`config.mk`:
```
export PLATFORM = sky130hd
export DESIGN_NAME = rpfa_ctrl
export DESIGN_NICKNAME = d
export VERILOG_FILES = /design/src/design/rpfa_pkg.sv /design/src/design/rpfa_ctrl.sv
export SDC_FILE = /design/constraint.sdc
export NUM_CORES = 1
export LEC_CHECK = 0
export ABC_AREA = 0
export BUFFER_PORTS_ARGS = -buffer_cell sky130_fd_sc_hd__buf_4
export CAP_MARGIN = 10
export CORE_AREA = 2 2 39 41
export CTS_CLUSTER_SIZE = 10
export DETAILED_ROUTE_END_ITERATION = 8
export DIE_AREA = 0 0 41 43
export HOLD_SLACK_MARGIN = 0.15
export SLEW_MARGIN = 5
export SYNTH_ARGS = -nofsm -noshare
export SYNTH_HDL_FRONTEND = slang
export SYNTH_SLANG_ARGS = --single-unit
```
`constraint.sdc`:
```
create_clock -name clk -period 2.6 [get_ports clk]
set_input_delay 0 -clock clk [delete_from_list [all_inputs] [get_ports clk]]
set_output_delay 0 -clock clk [all_outputs]
set_load 0.01 [all_outputs]
```
`src/design/rpfa_pkg.sv`:
```
`timescale 1ns / 1ps

package rpfa_pkg;

  localparam int NUM_FRAMES  = 4096;
  localparam int COUNT_W     = 16;
  localparam int FRAME_W     = $clog2(NUM_FRAMES);
  localparam int DEPTH_W     = FRAME_W + 1;
  localparam int TOTAL_W     = 13;
  localparam int RESERVED_W  = 12;
  localparam int OP_W        = 2;
  localparam int STATUS_W    = 3;
  localparam int APB_DATA_W  = 32;
  localparam int APB_ADDR_W  = 3;

  localparam logic [TOTAL_W-1:0]    TOTAL_RESET    = TOTAL_W'(4096);
  localparam logic [RESERVED_W-1:0] RESERVED_RESET = RESERVED_W'(8);
  localparam logic [COUNT_W-1:0]    COUNT_MAX      = '1;

  // operation codes
  localparam logic [OP_W-1:0] OP_ALLOC  = 2'd0;
  localparam logic [OP_W-1:0] OP_FREE   = 2'd1;
  localparam logic [OP_W-1:0] OP_ADDREF = 2'd2;
  localparam logic [OP_W-1:0] OP_DROP   = 2'd3;

  // status codes
  localparam logic [STATUS_W-1:0] ST_OK    = 3'd0;
  localparam logic [STATUS_W-1:0] ST_OOM   = 3'd1;
  localparam logic [STATUS_W-1:0] ST_BAD   = 3'd2;
  localparam logic [STATUS_W-1:0] ST_UNDER = 3'd3;
  localparam logic [STATUS_W-1:0] ST_OVER  = 3'd4;

  // register indexes
  localparam logic REG_TOTAL_FRAMES    = 1'b0;
  localparam logic REG_RESERVED_FRAMES = 1'b1;

  typedef struct packed {
    logic clear;
    logic accept;
    logic execute;
  } ctrl_cmd_t;

  typedef struct packed {
    logic clear_last;
    logic out_busy;
  } dp_status_t;

  typedef struct packed {
    logic                  wr;
    logic                  idx;
    logic [APB_DATA_W-1:0] data;
  } cfg_wr_t;

endpackage

```
`src/design/rpfa_ctrl.sv`:
```
`timescale 1ns / 1ps

module rpfa_ctrl (
  input  logic                clk,
  input  logic                rst,
  input  logic                in_valid,
  output logic                in_ready,
  input  rpfa_pkg::dp_status_t dp_status,
  output rpfa_pkg::ctrl_cmd_t  cmd
);

  import rpfa_pkg::*;

  typedef enum logic [1:0] {
    S_CLEAR,
    S_IDLE,
    S_EXEC
  } state_t;

  state_t state;

  always_ff @(posedge clk) begin
    if (rst) begin
      state    <= S_CLEAR;
      in_ready <= 1'b0;
    end else begin
      case (state)
        S_CLEAR: begin
          if (dp_status.clear_last) begin
            state    <= S_IDLE;
            in_ready <= 1'b1;
          end
        end
        S_IDLE: begin
          if (in_valid) begin
            state    <= S_EXEC;
            in_ready <= 1'b0;
          end
        end
        S_EXEC: begin
          // hold while the previous result still waits in the output register
          if (!dp_status.out_busy) begin
            state    <= S_IDLE;
            in_ready <= 1'b1;
          end
        end
        default: begin
          state    <= S_CLEAR;
          in_ready <= 1'b0;
        end
      endcase
    end
  end

  always_comb begin
    cmd.clear   = (state == S_CLEAR);
    cmd.accept  = in_valid && in_ready;
    cmd.execute = (state == S_EXEC) && !dp_status.out_busy;
  end

endmodule

```
### Word level (Yosys, flattened, before mapping)

Index checks and enable logic that the tools add are counted.

| operators by class | value |
|---|---|
| $add $sub $neg | 0 |
| $mul | 0 |
| divide/modulo/power cells | 0 |
| $lt $le $gt $ge | 0 |
| equality and inequality tests | 5 |
| shift operators | 0 |
| multiplexer cells | 8 |
| bitwise logic cells | 0 |
| reductions and logical operators | 5 |

Operators by type and width:

| kind | number |
|---|---|
| 2-bit two-way mux | 3 |
| 2-bit != test, second input constant | 3 |
| 2-bit one-hot mux with 3 select lines | 1 |
| 1-bit two-way mux | 3 |
| 1-bit one-hot mux with 3 select lines | 1 |
| 3-bit AND reduction | 1 |
| 2-bit by 1-bit == test with 1-bit output, second input constant | 1 |
| 2-bit == test, second input constant | 1 |
| 1-bit logical AND | 2 |
| 2-bit zero test | 1 |
| 1-bit zero test | 1 |

| storage, ports and cells | value |
|---|---|
| register bits after elaboration | 3 |
| latch bits | 0 |
| memory bits (writable) | 0 |
| bits in read-only memories | 0 |
| input bits | 5 |
| output and inout port bits | 4 |
| logic and storage cells | 20 |
| memories kept | 0 |

### Longest topological paths before layout

| logic depth | value |
|---|---|
| word-level depth | 3 |
| depth in mapped cells | 2 |

### Worst setup path before layout

No wires, ideal clock.

| timing | value |
|---|---|
| kind | register to register |
| from | reg state[1] |
| to | reg state[0] |
| arrival time | 0.894 ns |
| slack | 1.632 ns |
| cell stages (with the launch flop) | 3 |
| buffers on the path | 0 |
| period minus slack after synthesis | 0.968 ns |
| cells stage by stage | dfxtp_1 -> or4b_1 -> o21ai_0 |

| between the ends | value |
|---|---|
| longest elaborated chain between the ends | 3 |
| elaborated cells between the ends (all ways) | 8 |

Ends and longest elaborated chain:

| element | line | RTL |
|---|---|---|
| from (decl) | rpfa_ctrl.sv:20 | `state_t state;` |
| from (signal assigned) | rpfa_ctrl.sv:24 | `state <= S_CLEAR;` |
| from (signal assigned) | rpfa_ctrl.sv:30 | `state <= S_IDLE;` |
| from (signal assigned) | rpfa_ctrl.sv:36 | `state <= S_EXEC;` |
| 2-bit == test (tied with other cells) | rpfa_ctrl.sv:27 | `case (state)` |
| 2-bit != test (no source line) | -- |  |
| 3-bit AND reduction (no source line) | -- |  |

Several ways; a longest one is shown, not always the timed one.
A chain may end at the register's enable or synchronous reset.

### Worst setup path in the final report

| timing | value |
|---|---|
| from | in in_valid |
| to | reg state[0] |

| between the ends | value |
|---|---|
| longest elaborated chain between the ends | 2 |

Ends and longest elaborated chain:

| element | line | RTL |
|---|---|---|
| from (decl) | rpfa_ctrl.sv:6 | `input logic in_valid,` |
| 2-bit != test (no source line) | -- |  |
| 3-bit AND reduction (no source line) | -- |  |

No other way between the ends.

==> impl_metrics.csv <==
group,metric,value,unit
power,p_per_area,571,nW/um^2
logic_synthesis,synth_seq_cells,3,
routing,num_vias,181,
place,place_congestion,0.737,
final_layout,area_growth_syn_to_layout,114,%
final_layout,drive_above_1_share,35.3,%
final_layout,n_antenna_cell,0,
logic_synthesis,synth_top_area_share,41.0,%
timing,final.setup.tns,0,ns
global_routing,grt_pass1_vias,167,
routing,dr.pass1.iters,2,
setup_path,path_max_fanout,4,
global_routing,grt_overflow_total,0,
logic_synthesis,yosysUniqueCellTypes,11,
clocking,h-tree-depth,1,
floorplan,ios,9,
routing,route.detailed.drc,0,
logic_synthesis,yosysSeqAreaShare,41.0,%
global_routing,grt_pass1_wl,669,um
power,leakage,0.133,nW
clocking,cts_sinks,3,
routing,routed_wl,412,um
run_status,outcome,"finished clean",
floorplan,core_area,1380,sq um
setup_path,worstReg2RegStart,"state[1]",
place,hpwlAfterDp,280,um
routing,wl_per_cell,8.24,um
final_layout,nets,40,
timing,worst_pin_slew,0.220,ns
timing,hold_viol_final,0,
setup_path,critPathRequiredTime,2.78,ns
routing,ant_nets,0,
global_routing,grt_usage,6.22,%
setup_path,arrival,1.82,ns
timing,min_period_over_period,63.1,%
place,postPlaceCellArea,226,sq um
final_layout,stdcell_area,313,sq um
clocking,clk_pin_slew,0.04,ns
timing,setup_viol,0,
min_path,min_from,"dp_status[0]",
clocking,clockBufferDepth,2,
timing,slew_viol_final,0,
logic_synthesis,ys_warn_count,0,
logic_synthesis,syn-num-nets,21,
timing,finalCriticalPeriod,1.64,ns
logic_synthesis,synth_area_leaders,"dfxtp_1 (41%), nand3b_1 (10%), a211o_2 (6.8%), o21ai_0 (6.8%), or4b_1 (6.8%)",
logic_synthesis,synth_area_per_cell,9.15,sq um
routing,initialDrtViolationCount,4,
setup_path,path_class,"in2reg",
setup_path,crit_path_end_kind,"flop",
timing,maxSlewHeadroom,85.3,%
global_routing,antenna_found_initial,0,
logic_synthesis,netlist_area,146,sq um
clocking,tritoncts,"built",
timing,skew,0.00632,ns
logic_synthesis,syn_inst,16,
clocking,insertion_delay,0.23,ns
power,peakVddDrop,0.318,mV
floorplan,rows,14,
logic_synthesis,yosys.area.top_type,"dfxtp_1",
final_layout,utilization,22.6,%
timing,rsz0062_at_grt,"false",
global_routing,grt_max_degree,9,
floorplan,die_x,41,um
setup_path,start_kind,"primary input",
final_layout,fill_cells,152,
min_path,hold_path_class,"in2out",
timing,max_freq,610,MHz
floorplan,die_h,43,um
routing,viasPerCell,3.62,
floorplan,start_util,10.6,%
clocking,ctsResizeCount,0,
setup_path,cp-startpoint,"in_valid",
run,maxCapViolations,0,
place,portBuffers,8,
floorplan,die-area,1760,sq um
clocking,cts_buffers,3,
clocking,root_buffer,"clkbuf_4",
-- critical path, cell delays in order --
cell and delay, ns:
dlygate4sd3_1 0.54, buf_4 0.15, or4b_1 0.50, o21ai_0 0.09, dlygate4sd3_1 0.55
-- layout make-up --
cell class              instances  area [sq um]  share of cell area (%)
well taps                      16          20.0                    6.40
multi-input cells              13          86.3                    27.6
clock buffers                   4          26.3                    8.40
flip-flops and latches          3          60.1                    19.2
repair buffers                 14           120                    38.4
-- report_power, final --
| group | switching (mW) | leakage [nW] | internal (mW) |
|---|---|---|---|
| combinational | 0.0133 | 0.0929 | 0.0266 |
| sequential | 0.00501 | 0.0248 | 0.0511 |
| clock | 0.0251 | 0.0150 | 0.0576 |
-- cell families (layout without fill, tap and decap cells) --
| group | after synthesis | after routing | synth area share [%] |
|---|---|---|---|
| buf+inv | 0 | 18 | 0 |
| simple gates | 8 | 8 | 35.9 |
| compound gates | 5 | 5 | 23.1 |
| flops | 3 | 3 | 41.0 |
-- synthesized netlist by cell type (all sizes together) --
cell and instances:
nor2b 1, nor2 2, or4b 1, o2bb2ai 1, o21ai 2, nand3b 2, dfxtp 3, nor3b 1
a211o 1, and2 1, a21oi 1
-- state kept, by name, summed over array words and instances (netlist names) --
signal    flops
in_ready      1
state         2
-- metrics by stage --
step	instances	power (mW)	hold slack [ns]	setup slack, ns
after floorplan	16	0.0695	0.0495	1.63
after global placement	40	0.0869	0.190	1.59
after detailed placement	40	0.0869	0.189	1.58
after CTS	50	0.181	0.269	0.981
after global routing	50	0.191	0.285	0.935
final	50	0.179	0.266	0.960
-- cells in the final DEF, fill, tap and decap left out, types with 2 or more instances in the layout --
cell type      Yosys  routed
nor2_1             2       2
o21ai_0            2       2
buf_4              0       8
nand3b_1           2       2
clkbuf_4           0       3
dlygate4sd3_1      0       6
dfxtp_1            3       3
-- what timing repair did --
action                     in CTS  in global routing
hold endpoints to repair        3                  0
setup endpoints to repair       0                  0
setup buffers                   0                  0
hold buffers                    6                  0
-- routing by layer --
metal	up-vias	global-route usage (%)	wire length (um)
met2	10	6.56	137
met1	73	7.37	206
met4	0	2.00	0
li1	98	-	-
met5	-	0	0
met3	0	7.85	68
-- final timing paths --
check,to,cells after the start,slack (ns)
hold reg to reg,state[1],3,1.12
setup reg to reg,state[0],3,1.02
hold / removal,cmd[0],3,0.27
setup / recovery,state[0],5,0.96
(Power assumes the default switching activity.)
